### src/rtl/fbc_pkg.sv
// Shared types and constants for the frustum box culling block.
// Holds the packed plane layout, the register index codes and the pipeline
// control word. Depends on nothing.
package fbc_pkg;

  localparam int NUM_PLANES = 6;
  localparam int CFG_IDX_W  = 3;
  localparam int CFG_DATA_W = 64;
  localparam int COORD_IN_W = 14;
  localparam int COEF_W     = 11;
  localparam int OFFS_W     = 31;

  typedef enum logic [CFG_IDX_W-1:0] {
    REG_PLANE_LEFT   = 3'd0,
    REG_PLANE_RIGHT  = 3'd1,
    REG_PLANE_BOTTOM = 3'd2,
    REG_PLANE_TOP    = 3'd3,
    REG_PLANE_NEAR   = 3'd4,
    REG_PLANE_FAR    = 3'd5
  } plane_idx_t;

  localparam plane_idx_t PLANE_IDX [NUM_PLANES] = '{
    REG_PLANE_LEFT, REG_PLANE_RIGHT, REG_PLANE_BOTTOM,
    REG_PLANE_TOP, REG_PLANE_NEAR, REG_PLANE_FAR
  };

  typedef struct packed {
    logic signed [OFFS_W-1:0] d;
    logic signed [COEF_W-1:0] c;
    logic signed [COEF_W-1:0] b;
    logic signed [COEF_W-1:0] a;
  } plane_t;

  typedef struct packed {
    logic valid;
    logic visible;
  } ctl_t;

endpackage

### src/rtl/fbc_cell.sv
// One plane cell: holds a plane, tests the passing box against it over two
// stages and hands box and flag to the next cell. Depends on fbc_pkg.
module fbc_cell #(
  parameter int COLUMN_HEIGHT = 256,
  parameter int CW            = 21
) (
  input  logic                               clk,
  input  logic                               rst_n,
  input  logic                               adv,
  input  logic                               wr_en,
  input  logic [fbc_pkg::CFG_DATA_W-1:0]     wr_data,
  input  fbc_pkg::ctl_t                      ctl_i,
  input  logic signed [CW-1:0]               xlo_i,
  input  logic signed [CW-1:0]               xhi_i,
  input  logic signed [CW-1:0]               zlo_i,
  input  logic signed [CW-1:0]               zhi_i,
  output fbc_pkg::ctl_t                      ctl_o,
  output logic signed [CW-1:0]               xlo_o,
  output logic signed [CW-1:0]               xhi_o,
  output logic signed [CW-1:0]               zlo_o,
  output logic signed [CW-1:0]               zhi_o
);
  import fbc_pkg::*;

  localparam int HW = $clog2(COLUMN_HEIGHT) + 2;
  localparam int PW = COEF_W + CW;
  localparam int BW = COEF_W + HW;
  localparam int SW = ((PW > OFFS_W) ? PW : OFFS_W) + 3;
  localparam logic signed [HW-1:0] HEIGHT_S = HW'(COLUMN_HEIGHT);

  plane_t               plane_r;
  ctl_t                 ctl_a_r, ctl_b_r, ctl_b_nxt;
  logic signed [CW-1:0] xsel, zsel;
  logic signed [PW-1:0] pa_nxt, pc_nxt, pa_r, pc_r;
  logic signed [BW-1:0] bt_nxt, bt_r;
  logic signed [OFFS_W-1:0] d_r;
  logic signed [SW-1:0] sum;
  logic signed [CW-1:0] xlo_a_r, xhi_a_r, zlo_a_r, zhi_a_r;
  logic signed [CW-1:0] xlo_b_r, xhi_b_r, zlo_b_r, zhi_b_r;

  always_ff @(posedge clk) begin
    if (!rst_n) begin
      plane_r <= '0;
    end else if (wr_en) begin
      plane_r <= plane_t'(wr_data);
    end
  end

  // stage A: pick the farthest corner per axis and form the products
  always_comb begin
    xsel   = plane_r.a[COEF_W-1] ? xlo_i : xhi_i;
    zsel   = plane_r.c[COEF_W-1] ? zlo_i : zhi_i;
    pa_nxt = PW'(plane_r.a) * PW'(xsel);
    pc_nxt = PW'(plane_r.c) * PW'(zsel);
    bt_nxt = plane_r.b[COEF_W-1] ? '0 : BW'(plane_r.b) * BW'(HEIGHT_S);
  end

  // stage B: sum and clear the visible flag when the farthest corner is negative
  always_comb begin
    sum               = SW'(pa_r) + SW'(pc_r) + SW'(bt_r) + SW'(d_r);
    ctl_b_nxt.valid   = ctl_a_r.valid;
    ctl_b_nxt.visible = ctl_a_r.visible & ~sum[SW-1];
  end

  always_ff @(posedge clk) begin
    if (!rst_n) begin
      ctl_a_r <= '0;
      ctl_b_r <= '0;
    end else if (adv) begin
      ctl_a_r <= ctl_i;
      ctl_b_r <= ctl_b_nxt;
    end
  end

  always_ff @(posedge clk) begin
    if (adv) begin
      pa_r    <= pa_nxt;
      pc_r    <= pc_nxt;
      bt_r    <= bt_nxt;
      d_r     <= plane_r.d;
      xlo_a_r <= xlo_i;
      xhi_a_r <= xhi_i;
      zlo_a_r <= zlo_i;
      zhi_a_r <= zhi_i;
      xlo_b_r <= xlo_a_r;
      xhi_b_r <= xhi_a_r;
      zlo_b_r <= zlo_a_r;
      zhi_b_r <= zhi_a_r;
    end
  end

  assign ctl_o = ctl_b_r;
  assign xlo_o = xlo_b_r;
  assign xhi_o = xhi_b_r;
  assign zlo_o = zlo_b_r;
  assign zhi_o = zhi_b_r;

endmodule
### config.mk
export PLATFORM = sky130hd
export DESIGN_NAME = fbc_cell
export DESIGN_NICKNAME = d
export VERILOG_FILES = /design/src/rtl/fbc_pkg.sv /design/src/rtl/fbc_cell.sv
export SDC_FILE = /design/constraint.sdc
export NUM_CORES = 2
export LEC_CHECK = 0
export ABC_AREA = 1
export BUFFER_PORTS_ARGS = -buffer_cell sky130_fd_sc_hd__buf_2
export CORE_MARGIN = 2
export CORE_UTILIZATION = 57
export CTS_CLUSTER_SIZE = 40
export DETAILED_ROUTE_END_ITERATION = 6
export HOLD_SLACK_MARGIN = 0.1
export PLACE_DENSITY = 0.77
export SETUP_SLACK_MARGIN = 0.3
export SYNTH_ARGS = -nofsm -noshare
export SYNTH_HDL_FRONTEND = slang
export SYNTH_SLANG_ARGS = --single-unit
### constraint.sdc
create_clock -name clk -period 16.04 [get_ports clk]
set_input_delay 2.406 -clock clk [delete_from_list [all_inputs] [get_ports clk]]
set_output_delay 2.406 -clock clk [all_outputs]
set_load 0.01 [all_outputs]
## After elaboration in Yosys (flattened, before gate mapping)

Index checks and enable logic that the tools add are counted.
W data, S select, Z words.

| cells by class | value |
|---|---|
| $add $sub $neg | 3 |
| $mul | 2 |
| multiplexer cells | 2 |
| bitwise operators | 2 |

Operators with widths:

| cell | number |
|---|---|
| $mul A11 B21 Y32 | 2 |
| $mux W21 | 2 |
| $add A34 B31 Y35 | 1 |
| $add A33 B19 Y34 | 1 |
| $add A32 B32 Y33 | 1 |
| $and A1 B1 Y1 | 1 |
| $not A1 Y1 | 1 |

| storage, ports and cells | value |
|---|---|
| register bits after elaboration | 341 |
| bits of input ports | 154 |
| output and inout bits | 86 |

## Longest topological paths before layout

| depth | value |
|---|---|
| word-level depth | 5 |
| depth in mapped cells | 29 |
| mapped depth without buffers | 27 |

## Worst setup path before layout

No wires, ideal clock.

| timing path | value |
|---|---|
| path kind | input port to flip-flop |
| start point | in xhi_i[20] |
| end point | reg pa_r[29], data pin |
| arrival time | 6930 ps |
| path slack | 8851 ps |
| stages | 22 |
| buffers on the path | 0 |
| cells stage by stage | nor2_1 -> nor2_1 -> clkinv_1 -> nor2_1 -> inv_1 -> fa_1 -> inv_1 -> fa_1 -> fa_1 -> fa_1 -> inv_1 -> fa_1 -> inv_1 -> ha_1 -> nand2_1 -> nor2_2 -> inv_2 -> nor3_2 -> nand2_1 -> o211ai_2 -> a21oi_1 -> xnor2_1 |

| between the ends | value |
|---|---|
| word-level cells in the longest chain between the ends | 2 |

Ends and longest elaborated chain:

| element | line | RTL |
|---|---|---|
| start, declared | fbc_cell.sv:14 | `input logic signed [CW-1:0] xhi_i,` |
| $mux W21 | fbc_cell.sv:51 | `xsel = plane_r.a[COEF_W-1] ? xlo_i : xhi_i;` |
| $mul A11 B21 Y32 | fbc_cell.sv:53 | `pa_nxt = PW'(plane_r.a) * PW'(xsel);` |
| via pa_nxt[29] | fbc_cell.sv:34 | `logic signed [PW-1:0] pa_nxt, pc_nxt, pa_r, pc_r;` |
| end signal, assigned | fbc_cell.sv:77 | `pa_r <= pa_nxt;` |
| end, declared | fbc_cell.sv:34 |  |

The timed path passes the listed nets, and every way through them passes these cells.
A chain may end at the register's enable or synchronous reset.

## Worst setup path in the final report

| timing path | value |
|---|---|
| start point | in zhi_i[20] |
| end point | reg pc_r[28], data pin |

| between the ends | value |
|---|---|
| word-level cells in the longest chain between the ends | 2 |

Ends and longest elaborated chain:

| element | line | RTL |
|---|---|---|
| start, declared | fbc_cell.sv:16 | `input logic signed [CW-1:0] zhi_i,` |
| $mux W21 | fbc_cell.sv:52 | `zsel = plane_r.c[COEF_W-1] ? zlo_i : zhi_i;` |
| $mul A11 B21 Y32 | fbc_cell.sv:54 | `pc_nxt = PW'(plane_r.c) * PW'(zsel);` |
| via pc_nxt[28] | fbc_cell.sv:34 |  |
| end signal, assigned | fbc_cell.sv:78 | `pc_r <= pc_nxt;` |
| end, declared | fbc_cell.sv:34 |  |

The timed path passes the listed nets, and every way through them passes these cells.

==> reports/results.tsv <==
stage	metric	value	unit
logic_synthesis	synthAdderAreaFrac	39.6	%
sta	post-route-period-util	46.6	%
grt	grt_pass1_wl	109000	microns
grt	grt.overflow.total	0	
place	port_buffers	239	
power	p_leak	14.8	nW
power	power.total	5.36	mW
critical_path	crit_arrival	7.79	ns
clock_tree	clk_pin_slew	0.06	ns
power	ir_drop	109	uV
sta	final_hold_viol_count	0	
logic_synthesis	yosys-top-cells-area	fa_1, edfxtp_1, ha_1	
min_path	hold_depth	0	
grt	antenna_found_initial	1	
finish	antennaDiodeCount	0	
clock_tree	ctsHoldBuffers	0	
critical_path	cp-start-kind	primary input	
die	die_w	229	microns
logic_synthesis	synth_top_area_share	31.5	%
place	dp_slack	8.06	ns
finish	fin_nets	3819	
logic_synthesis	yosysMostFrequentCell	inv_1	
finish	drive_above_1_share	12.0	%
logic_synthesis	synth_commonest_cells	inv_1, fa_1, nand2_1	
die	start_util	57.7	%
detailed_routing	drc	0	
sta	tightest_slew	1.02	ns
clock_tree	clk_latency	0.57	ns
logic_synthesis	syn-num-nets	3604	
clock_tree	cts_buffer_depth	3	
sta	setup_tns	0	ns
logic_synthesis	synth.ff_latch_count	341	
sta	slew_violations	0	
logic_synthesis	syn_area	28900	sq um
clock_tree	root_buffer	clkbuf_16	
finish	final_area	32000	sq um
detailed_routing	vias_per_cell	5.32	
detailed_routing	wl	67400	microns
detailed_routing	dr.pass1.iters	6	
sta	fin_ws	8.56	ns
die	design.die.area	52500	sq um
sta	setup_viol	0	
min_path	hp-class	reg -> reg	
sta	relSlewSlack	31.7	%
clock_tree	htreeDepth	2	
critical_path	worstPathMaxFanout	9	
clock_tree	post_cts_buffers	0	
grt	grt_max_degree	87	
die	ios	240	
clock_tree	cts_resized	0	
logic_synthesis	synth_top_family_by_area	adder cells	
critical_path	critical_path_class	in -> reg	
critical_path	end_kind	flip-flop	
grt	grt_pass1_vias	20900	
die	fp-row-count	82	
outcome	status	finished, final reports clean	
detailed_routing	drtAntennaViolNets	0	
logic_synthesis	ys.flop_type	edfxtp_1	
detailed_routing	wl_per_cell	18.1	microns
clock_tree	clock-sinks	341	
sta	fmax	0.134	GHz
detailed_routing	first_iter_violations	1484	
logic_synthesis	synth-compound-area-share	5.03	%
finish	area_growth	10.7	%
logic_synthesis	muxShareOfSynthArea	0	%
place	place_area	30700	sq um
logic_synthesis	async_flop_share	0	%
power	power_density	168	nW/um^2
logic_synthesis	netlist_instances	2808	
finish	post-route-util	63.8	%
logic_synthesis	yosysTopAreaCell	fa_1	
finish	stdcell_count	3725	
place	post-dp-hpwl	54800	microns
detailed_routing	vias	19800	
run	maxCapViolCount	0	
place	dp_cells	3653	
logic_synthesis	yosysWarnings	0	
grt	track_usage	26.7	%
critical_path	required	16.35	ns
finish	nFillCells	4192	
logic_synthesis	yosysSeqAreaShare	33.1	%
logic_synthesis	synth.avg_cell_area	10.3	sq um
clock_tree	cts_made_buffers	40	
logic_synthesis	synthXorXnorAreaFrac	2.12	%
logic_synthesis	synth_edf_count	273	
logic_synthesis	synth_cell_types	45	
clock_tree	cts_tree	done	
sta	timing.hold.ws	0.414	ns
sta	rsz0062_at_grt	no	
sta	period_needed	7.48	ns
die	die_h	229	microns
die	fp.coreArea	50100	sq um
place	gp_congestion	1.01	
logic_synthesis	yosys.area_share.simple	11.4	%
sta	fin_worst_skew	0.0183	ns
critical_path	reg2reg_depth	23	
## layer usage
| metal | up-vias | global-route usage [%] | part of all wire [%] |
|---|---|---|---|
| li1 | 9054 | - | - |
| met1 | 9986 | 37.9 | 42 |
| met2 | 649 | 41.9 | 47 |
| met3 | 124 | 6.06 | 7.9 |
| met4 | 2 | 7.00 | 2.6 |
| met5 | - | 0 | 0.019 |
## report_power, final
group | switching, mW | internal [mW]
clock network | 0.374 | 0.518
registers | 0.0851 | 1.22
logic | 1.93 | 1.24
## critical path, cell delays in order
cell      delay [ns]
buf_2           0.10
nor2_1          0.06
a21oi_1         0.24
clkinv_1        0.30
nor2_1          0.36
inv_1           0.10
fa_1            0.48
inv_1           0.05
fa_1            0.49
fa_1            0.52
fa_1            0.49
inv_1           0.04
fa_1            0.47
inv_1           0.04
ha_1            0.34
nand2_1         0.16
nor4_2          0.39
nand4_1         0.19
nand3_1         0.26
a21oi_1         0.13
xnor2_1         0.14
## logic make-up after synthesis
family | after synthesis
adders and majority gates | 642
xor gates and xnor gates | 69
buffers and inverters | 662
DFF | 341
AOI/OAI and AO/OA | 263
and+or+nand+nor | 831
## flip-flops by register name (all words and copies together), names as in the netlist, 10 cells and up
| name | flops |
|---|---|
| d_r | 31 |
| xhi_a_r | 21 |
| zlo_a_r | 21 |
| zhi_o | 21 |
| zhi_a_r | 21 |
| xlo_a_r | 21 |
| plane_r | 64 |
| zlo_o | 21 |
| xhi_o | 21 |
| xlo_o | 21 |
| pc_r | 32 |
| bt_r | 10 |
| pa_r | 32 |
## worst paths after layout
path,startpoint,slack (ns),end
hold reg to reg,zlo_a_r[12]$_DFFE_PP_,0.41,zlo_o[12]$_DFFE_PP_
setup / recovery,zhi_i[20],8.56,pc_r[28]$_DFFE_PP_
setup reg to reg,plane_r[32]$_SDFFE_PN0P_,9.59,pc_r[25]$_DFFE_PP_
hold / removal,zlo_a_r[12]$_DFFE_PP_,0.41,zlo_o[12]$_DFFE_PP_
## area by class of cell
cell class | instances | area (sq um) | share of cell area, %
clock inverters | 20 | 169 | 0.528
flip-flops and latches | 341 | 9560 | 29.9
well taps | 672 | 841 | 2.63
multi-input cells | 1805 | 16800 | 52.6
inverters | 585 | 2200 | 6.87
clock buffers | 52 | 1100 | 3.44
repair buffers | 250 | 1290 | 4.03
## cells in the final DEF (no fill, tap or decap), types with 11 or more instances in the layout
master,n
inv_1,575
fa_1,455
nand2_1,381
nor2_1,376
edfxtp_1,273
buf_2,238
ha_1,187
a21oi_1,118
o21ai_0,99
dfxtp_1,68
clkbuf_16,42
xor2_1,38
xnor2_1,30
or2_2,28
nand3_1,17
buf_4,11
Note: power is estimated with default switching activity, not from simulation.
