**config.mk**
```make
export PLATFORM = sky130hd
export DESIGN_NAME = fbc_span
export DESIGN_NICKNAME = d
export VERILOG_FILES = /design/src/rtl/fbc_pkg.sv /design/src/rtl/fbc_span.sv
export SDC_FILE = /design/constraint.sdc
export NUM_CORES = 1
export LEC_CHECK = 0
export BUFFER_PORTS_ARGS = -buffer_cell sky130_fd_sc_hd__clkbuf_2
export CORE_MARGIN = 2
export CORE_UTILIZATION = 48
export DETAILED_ROUTE_END_ITERATION = 12
export PLACE_DENSITY_LB_ADDON = 0.08
export SKIP_CTS_REPAIR_TIMING = 1
export SLEW_MARGIN = 15
export SYNTH_ARGS = -nofsm -noshare
export SYNTH_HDL_FRONTEND = slang
export SYNTH_SLANG_ARGS = --single-unit
```
**constraint.sdc**
```tcl
create_clock -name clk -period 2.2 [get_ports clk]
set_clock_uncertainty 0.15 [all_clocks]
set_input_delay 0.22 -clock clk [delete_from_list [all_inputs] [get_ports clk]]
set_output_delay 0.22 -clock clk [all_outputs]
set_load 0.03 [all_outputs]
```
**src/rtl/fbc_pkg.sv**
```systemverilog
// Shared types and constants for the frustum box culling block.
// Holds the packed plane layout, the register index codes and the pipeline
// control word. Depends on nothing.
package fbc_pkg;

  localparam int NUM_PLANES = 6;
  localparam int CFG_IDX_W  = 3;
  localparam int CFG_DATA_W = 64;
  localparam int COORD_IN_W = 14;
  localparam int COEF_W     = 11;
  localparam int OFFS_W     = 31;

  typedef enum logic [CFG_IDX_W-1:0] {
    REG_PLANE_LEFT   = 3'd0,
    REG_PLANE_RIGHT  = 3'd1,
    REG_PLANE_BOTTOM = 3'd2,
    REG_PLANE_TOP    = 3'd3,
    REG_PLANE_NEAR   = 3'd4,
    REG_PLANE_FAR    = 3'd5
  } plane_idx_t;

  localparam plane_idx_t PLANE_IDX [NUM_PLANES] = '{
    REG_PLANE_LEFT, REG_PLANE_RIGHT, REG_PLANE_BOTTOM,
    REG_PLANE_TOP, REG_PLANE_NEAR, REG_PLANE_FAR
  };

  typedef struct packed {
    logic signed [OFFS_W-1:0] d;
    logic signed [COEF_W-1:0] c;
    logic signed [COEF_W-1:0] b;
    logic signed [COEF_W-1:0] a;
  } plane_t;

  typedef struct packed {
    logic valid;
    logic visible;
  } ctl_t;

endpackage

```
**src/rtl/fbc_span.sv**
```systemverilog
// Entry stage: turns a column index pair into the box bounds along x and z.
// Depends on fbc_pkg.
module fbc_span #(
  parameter int COLUMN_SIZE = 32,
  parameter int CW          = 21
) (
  input  logic                                 clk,
  input  logic                                 rst_n,
  input  logic                                 adv,
  input  logic                                 take,
  input  logic signed [fbc_pkg::COORD_IN_W-1:0] column_x,
  input  logic signed [fbc_pkg::COORD_IN_W-1:0] column_z,
  output fbc_pkg::ctl_t                        ctl_o,
  output logic signed [CW-1:0]                 xlo_o,
  output logic signed [CW-1:0]                 xhi_o,
  output logic signed [CW-1:0]                 zlo_o,
  output logic signed [CW-1:0]                 zhi_o
);
  import fbc_pkg::*;

  localparam logic signed [CW-1:0] SIZE_S = CW'(COLUMN_SIZE);

  ctl_t                 ctl_r, ctl_nxt;
  logic signed [CW-1:0] cx_w, cz_w;
  logic signed [CW-1:0] xlo_r, xhi_r, zlo_r, zhi_r;
  logic signed [CW-1:0] xlo_nxt, xhi_nxt, zlo_nxt, zhi_nxt;

  always_comb begin
    cx_w          = CW'(column_x);
    cz_w          = CW'(column_z);
    xlo_nxt       = cx_w * SIZE_S;
    zlo_nxt       = cz_w * SIZE_S;
    xhi_nxt       = xlo_nxt + SIZE_S;
    zhi_nxt       = zlo_nxt + SIZE_S;
    ctl_nxt.valid   = take;
    ctl_nxt.visible = 1'b1;
  end

  always_ff @(posedge clk) begin
    if (!rst_n) begin
      ctl_r <= '0;
    end else if (adv) begin
      ctl_r <= ctl_nxt;
    end
  end

  always_ff @(posedge clk) begin
    if (adv) begin
      xlo_r <= xlo_nxt;
      xhi_r <= xhi_nxt;
      zlo_r <= zlo_nxt;
      zhi_r <= zhi_nxt;
    end
  end

  assign ctl_o = ctl_r;
  assign xlo_o = xlo_r;
  assign xhi_o = xhi_r;
  assign zlo_o = zlo_r;
  assign zhi_o = zhi_r;

endmodule

```
; Yosys cells after proc, flatten, opt, wreduce, memory -nomap -nowiden
; Index checks and enable logic that the tools add are counted.
[totals]
regBits = 72
in_bits = 32
output_inout_bits = 86
[op_classes]
addsub = 2
[op_table]
columns = operator, n
row1 = $add 19x7->20 const B, 2

; Longest topological paths before layout
; Gate-level depths: netlist of the first run.
[depth]
word_depth = 1
ltp_mapped = 4
depth_no_buf = 4

; Least setup slack after synthesis of the first run
; Ideal clock, no wire load.
[synth_timing]
path_kind = input to register
from = input port column_z[0] (netlist bit)
to = register zhi_r[19], in the netlist zhi_o[19] (data pin)
arrival_ps = 992
slack_ps = 795
path_stages = 3
cell_sequence = ha_1 -> nand4_2 -> o41a_1
[synth_between]
elab_chain_len = 1
[synth_lines]
columns = item, line_no
row1 = start: declaration, fbc_span.sv:12  ; input logic signed [fbc_pkg::COORD_IN_W-1:0] column_z,
row2 = $add 19x7->20, fbc_span.sv:34  ; zhi_nxt = zlo_nxt + SIZE_S;
row3 = net zhi_nxt[19], fbc_span.sv:26  ; logic signed [CW-1:0] xlo_nxt, xhi_nxt, zlo_nxt, zhi_nxt;
row4 = end signal: assignment, fbc_span.sv:52  ; zhi_r <= zhi_nxt;
row5 = end: declaration, fbc_span.sv:25  ; logic signed [CW-1:0] xlo_r, xhi_r, zlo_r, zhi_r;
; The timed path passes the listed nets, and every way through them passes these cells.
; A chain may end at the register's enable or synchronous reset.

; Worst setup path in the final report of the first run
; Same ends and word-level chain as after synthesis.

==> flow_metrics.py, run 1 <==
metrics = {
    "cts": {
        "cts_tree": "done",
        "cts.sinks": 60,
        "cts-buffers-inserted": 9,
        "cts-root-buf": "clkbuf_8",
        "clk_latency_ps": 310,
        "cts-htree-levels": 3,
        "clk_pin_slew_ps": 60,
        "cts_max_path_buffers": 2,
    },
    "setup_path": {
        "rr_startpoint": "ctl_o[1]$_SDFFE_PN0P_",
        "critPathMaxStageDelay_ps": 520,
        "r2r_setup_slack_ps": 1460,
        "endpoint": "zhi_o[19]$_DFFE_PP_",
        "cp_slowest_cell": "dlygate4sd3_1",
        "worstSetupPathType": "input pin to register",
        "critical_path_required_ps": 2110,
        "reg2regPathDepth": 2,
        "reg2reg_to": "ctl_o[1]$_SDFFE_PN0P_",
        "crit_cells": 5,
        "end_kind": "register",
        "cp.arrival_ps": 1780,
        "path_cells": "dlygate4sd3_1 -> clkbuf_2 -> ha_1 -> nand4_2 -> o41a_1",
        "crit_family": "buffers and inverters",
        "start_kind": "input pin",
        "crit_buf_inv": 2,
        "crit_start": "column_z[0]",
        "critPathMaxFanout": 5,
    },
    "pwr": {
        "p_sw_uw": 766,
        "leakagePower_nw": 1.42,
        "p_int_mw": 1.88,
        "seq_power_share_pct": 52.4,
        "powerDensity_nw_per_um2": 803,
        "comb_power_share_pct": 18.8,
        "p_sw_share_pct": 29.0,
        "peakVddDrop_uv": 541,
        "clockPowerShare_pct": 28.8,
    },
    "placement": {
        "dpl.cell_count": 326,
        "post-dp-hpwl_microns": 3350,
        "gp_congestion": 0.700,
        "io_buffers": 97,
    },
    "route": {
        "dr_total_vias": 1598,
        "avgViaCountPerCell": 4.50,
        "drc": 0,
        "first_pass_iters": 4,
        "wl_per_cell_microns": 13.0,
        "drt_iter0_markers": 57,
        "ant_nets": 0,
        "drt_wl_total_microns": 4630,
    },
    "synthesis": {
        "postSynthAreaPerCell_sq_um": 15.5,
        "synth.top_cells.by_area": "edfxtp_1 69%, buf_4 7.7%, xor2_1 5.2%",
        "ys_ff_latch": 60,
        "synth_warnings": 0,
        "synth_area_leader_cell": "edfxtp_1",
        "synth.distinct_cells": 21,
        "synthCells": 164,
        "synth.cell_area_sq_um": 2540,
        "synth_top_area_share_pct": 68.6,
        "synth-seq-area-share_pct": 70.2,
    },
    "finish": {
        "final_cells": 355,
        "multiInputGateArea_sq_um": 602,
        "drive_gt1_share_pct": 41.8,
        "nets": 315,
        "antenna_cells": 0,
        "regArea_sq_um": 1780,
        "syn_to_final_growth_pct": 29.7,
        "n_fill_cell": 423,
    },
    "timing": {
        "fin_crit_sh_pct": 84.8,
        "rsz0062_at_grt": "no",
        "maxSlewViolCount": 0,
        "setup_viol": 0,
        "hold_viol_final": 0,
        "setup_tns_ps": 0,
        "layout_min_cycle_time_ps": 1870,
        "fmax_mhz": 536,
        "holdWs_ps": 1.28,
    },
    "global_routing": {
        "overflow": 0,
        "grt_usage_pct": 15.8,
        "grt_pass1_vias": 1457,
        "antenna_found_initial": 0,
        "grt_pass1_wl_microns": 7090,
        "grt_max_degree": 32,
    },
    "flow_run": {
        "cap_violations": 0,
    },
    "die": {
        "dieArea_sq_um": 5880,
        "die_x_microns": 76.7,
        "core_area_sq_um": 5110,
        "start_util_pct": 49.7,
        "die_h_microns": 76.7,
        "rows": 26,
        "io_pins": 118,
    },
    "worst_hold_path": {
        "hold_start": "column_z[5]",
        "hold_class": "input pin to register",
    },
    "status": {
        "status": "complete, no violations",
    },
}
==> per-layer routing <==
layer  share of wire, %  up-vias  GRT usage, %  wire, microns
li1                   -      780             -              -
met3                6.7        6          4.00            312
met1                 42      745          20.2           1970
met5                  0        -             0              0
met2                 49       67          24.8           2290
met4                1.3        0          8.73             61
==> cell usage after synthesis <==
| cell | instances |
|---|---|
| buf_4 | 26 |
| conb_1 | 1 |
| dfxtp_1 | 2 |
| edfxtp_1 | 58 |
| ha_1 | 2 |
| inv_1 | 8 |
| mux2i_1 | 1 |
| nand2_1 | 7 |
| nand3_1 | 5 |
| nand3_2 | 2 |
| nand3_4 | 1 |
| nand4_1 | 3 |
| nand4_2 | 2 |
| nor2_1 | 6 |
| nor2b_1 | 1 |
| nor3_1 | 8 |
| nor4_2 | 4 |
| o21a_1 | 1 |
| o41a_1 | 2 |
| xnor2_1 | 9 |
| xor2_1 | 15 |
==> cell type report <==
type,count,share of cell area [%]
Inverter,8,0.913
Timing Repair Buffer,113,19.5
Multi-Input combinational cell,89,18.3
Tap cell,70,2.66
Clock buffer,11,3.99
Sequential cell,60,54.1
Clock inverter,4,0.532
==> cell usage in the layout (no fill, tap or decap) <==
master / count
clkbuf_8: 9
o21a_1: 1
nor4_2: 4
xnor2_1: 9
clkbuf_2: 97
o41a_1: 2
inv_1: 8
clkinv_2: 2
mux2i_1: 1
dfxtp_1: 2
nor2_1: 6
nand2_1: 7
xor2_1: 15
nand3_1: 5
clkinv_1: 2
nor2b_1: 1
nand4_1: 3
nor3_1: 8
nand3_4: 1
edfxtp_1: 58
dlygate4sd3_1: 14
clkbuf_1: 2
conb_1: 20
nand3_2: 2
ha_1: 2
buf_4: 2
nand4_2: 2
==> worst min-delay path by stage <==
stage                           to  slack (ps)  cells after the start
6_report       zlo_o[10]$_DFFE_PP_           1                      1
4_1_cts        xlo_o[16]$_DFFE_PP_         -50                      1
2_1_floorplan  xlo_o[10]$_DFFE_PP_         170                      0
3_5_place_dp   xlo_o[16]$_DFFE_PP_         290                      1
3_3_place_gp   zlo_o[16]$_DFFE_PP_         280                      1
5_1_grt        xlo_o[11]$_DFFE_PP_           3                      1
==> power groups by stage <==
stage	clock (mW)	sequential [mW]	combinational, mW
finish	0.760	1.39	0.497
global route	0.831	1.40	0.525
CTS	0.787	1.39	0.480
detailed placement	0	1.41	0.480
global placement	0	1.41	0.476
floorplan	0	1.60	0.149
==> metrics by stage <==
| step | setup slack, ps | util, % | instance area [sq um] | power [mW] |
|---|---|---|---|---|
| final | 334 | 64.4 | 3290 | 2.64 |
| after detailed placement | 555 | 58.8 | 3000 | 1.89 |
| after global placement | 581 | 58.8 | 3000 | 1.88 |
| after CTS | 894 | 61.7 | 3150 | 2.66 |
| after floorplan | 795 | - | 2610 | 1.75 |
| after global routing | 287 | 64.4 | 3290 | 2.75 |
==> worst reg2reg max path, stage by stage (launching register included) <==
cell,delay [ps]
dfxtp_1,310
mux2i_1,120
nor2b_1,60
==> kinds of logic after synthesis <==
kind of cell,synth area share (%)
adder cells (fa/ha/maj),0.986
buffers and inverters,8.88
XOR/XNOR,8.28
multiplexers,0.394
AO/OA/AOI/OAI,1.18
other,0.148
AND/OR/NAND/NOR,9.91
flip-flops,70.2
==> sequential cells by signal (all words and copies together) (netlist names) <==
signal,flops
xhi_o,15
zlo_o,14
ctl_o,2
xlo_o,14
zhi_o,15
(Power assumes the default switching activity.)
==> run 2: changes to the inputs <==
--- a/config.mk
+++ b/config.mk
@@ -7,7 +7,7 @@
 export LEC_CHECK = 0
 export BUFFER_PORTS_ARGS = -buffer_cell sky130_fd_sc_hd__clkbuf_2
 export CORE_MARGIN = 2
-export CORE_UTILIZATION = 48
+export CORE_UTILIZATION = 46
 export DETAILED_ROUTE_END_ITERATION = 12
 export PLACE_DENSITY_LB_ADDON = 0.08
 export SKIP_CTS_REPAIR_TIMING = 1
==> constraint.sdc (replaced) <==
create_clock -name clk -period 1.8 [get_ports clk]
set_clock_uncertainty 0.15 [all_clocks]
set_input_delay 0.18 -clock clk [delete_from_list [all_inputs] [get_ports clk]]
set_output_delay 0.18 -clock clk [all_outputs]
set_load 0.03 [all_outputs]
==> run 2 against run 1 <==
The run now ends with hold timing left. First-iteration DRC count up 60%. Design area rose by 5.7%. Sequential share of layout area is 2.9 points lower. Hold slack got worse by 32 ps. Sequential power is 22% higher. Largest power group unchanged. Flip-flop and latch count did not move. Cell count grew 4.2%. Die area grew 4.1%. Via count increased by 2.8%. Clock power increased by 45%. Combinational power rose by 28%. Critical endpoint is now xhi_o[19]$_DFFE_PP_. Total power is 30% higher.
==> flow_metrics.py, run 2 (same netlist as run 1, synthesis figures left out) <==
metrics = {
    "status": {
        "status": "finished, violations left",
        "failed_checks": "hold timing",
    },
    "setup_path": {
        "reg2regPathDepth": 2,
        "end_kind": "register",
        "critPathMaxFanout": 6,
        "cp.arrival_ps": 1650,
        "critical_path_required_ps": 1720,
        "worstSetupPathType": "input pin to register",
        "reg2reg_to": "ctl_o[1]$_SDFFE_PN0P_",
        "r2r_setup_slack_ps": 1060,
        "rr_startpoint": "ctl_o[1]$_SDFFE_PN0P_",
        "start_kind": "input pin",
    },
    "finish": {
        "finalInstanceArea_sq_um": 3480,
        "final_cell_mix": "97 x clkbuf_2, 58 x edfxtp_1, 27 x dlygate4sd3_1",
        "nets": 328,
        "drive_gt1_share_pct": 40.9,
        "final_common_cell": "clkbuf_2",
        "syn_to_final_growth_pct": 37.1,
        "final_cells": 370,
        "antenna_cells": 0,
    },
    "pwr": {
        "peakVddDrop_uv": 683,
        "total_power_mw": 3.43,
        "p_int_mw": 2.46,
        "p_sw_uw": 975,
        "seq_power_share_pct": 49.3,
        "leakagePower_nw": 1.50,
        "p_sw_share_pct": 28.4,
        "clockPowerShare_pct": 32.1,
        "comb_power_share_pct": 18.6,
        "powerDensity_nw_per_um2": 986,
    },
    "global_routing": {
        "grt_max_degree": 31,
        "grt_pass1_wl_microns": 7260,
        "overflow": 0,
        "grt_pass1_vias": 1455,
        "grt_usage_pct": 16.0,
        "antenna_found_initial": 0,
    },
    "placement": {
        "gp_congestion": 0.694,
        "post-dp-hpwl_microns": 3400,
        "place_worst_setup_slack_ps": 176,
        "place_area_sq_um": 3030,
        "dpl.cell_count": 328,
        "io_buffers": 97,
    },
    "cts": {
        "cts-buffers-inserted": 9,
        "cts-root-buf": "clkbuf_8",
        "cts_tree": "done",
        "cts-htree-levels": 3,
        "clk_pin_slew_ps": 60,
        "clk_latency_ps": 320,
        "cts.sinks": 60,
        "cts_max_path_buffers": 2,
    },
    "route": {
        "first_pass_iters": 5,
        "ant_nets": 0,
        "drc": 0,
        "wl_per_cell_microns": 12.8,
        "avgViaCountPerCell": 4.44,
        "drt_iter0_markers": 91,
        "drt_wl_total_microns": 4740,
        "dr_total_vias": 1642,
    },
    "die": {
        "die_h_microns": 78.3,
        "io_pins": 118,
        "core_area_sq_um": 5410,
        "start_util_pct": 46.9,
        "rows": 27,
        "dieArea_sq_um": 6130,
        "die_x_microns": 78.3,
    },
    "timing": {
        "layout_min_cycle_time_ps": 1720,
        "fin_crit_sh_pct": 95.6,
        "setup_tns_ps": 0,
        "layout_setup_ws_ps": 78.7,
        "setup_viol": 0,
        "hold_viol_final": 1,
        "holdWs_ps": -30.6,
        "maxSlewViolCount": 0,
        "fmax_mhz": 581,
    },
    "worst_hold_path": {
        "hold_end": "ctl_o[1]$_SDFFE_PN0P_",
        "hold_class": "input pin to register",
        "hold_start": "take",
        "whs_path_depth": 3,
    },
    "flow_run": {
        "cap_violations": 0,
    },
}
## run 2: cell type report
type / count / area (sq um)
timing repair buffer: 126 / 796
fill: 436 / 1930
clock inverter: 6 / 56.3
sequential: 60 / 1780
clock buffer: 9 / 124
multi-input combinational: 89 / 602
tap: 72 / 90.1
inverter: 8 / 30.0
## run 2: worst max path at each step
| stage | startpoint | cells past startpoint | endpoint |
|---|---|---|---|
| 6_report | column_x[1] | 5 | xhi_o[19]$_DFFE_PP_ |
| 5_1_grt | column_x[1] | 5 | xhi_o[19]$_DFFE_PP_ |
| 4_1_cts | zhi_o[19]$_DFFE_PP_ | 1 | zhi_o[19] |
| 3_5_place_dp | column_z[0] | 4 | zhi_o[19]$_DFFE_PP_ |
| 3_3_place_gp | column_z[0] | 4 | zhi_o[19]$_DFFE_PP_ |
| 2_1_floorplan | column_z[0] | 3 | zhi_o[19]$_DFFE_PP_ |
## run 2: per-layer routing
layer	track usage [%]	wire (microns)	up-vias
li1	-	-	810
met1	19.2	1880	756
met2	25.5	2460	70
met3	4.02	340	6
met4	10.5	62	0
met5	0	0	-
## run 2: power by group through the flow
stage	combinational, mW	clock, mW	sequential, mW
finish	0.637	1.10	1.69
global placement	0.593	0	1.72
floorplan	0.182	0	1.96
detailed placement	0.595	0	1.72
global route	0.677	1.20	1.70
CTS	0.596	1.14	1.70
## run 2: metrics by stage
| step | hold WS (ps) | util (%) |
|---|---|---|
| detailed placement | 249 | 56.0 |
| floorplan | 129 | - |
| global route | 5.99 | 64.4 |
| CTS | -98.7 | 59.4 |
| global placement | 247 | 56.0 |
| finish | -30.6 | 64.4 |
## run 2: critical path: stages
cell           delay, ps
dlygate4sd3_1        530
clkbuf_2             140
ha_1                 190
nand3_2              160
o41a_1               440
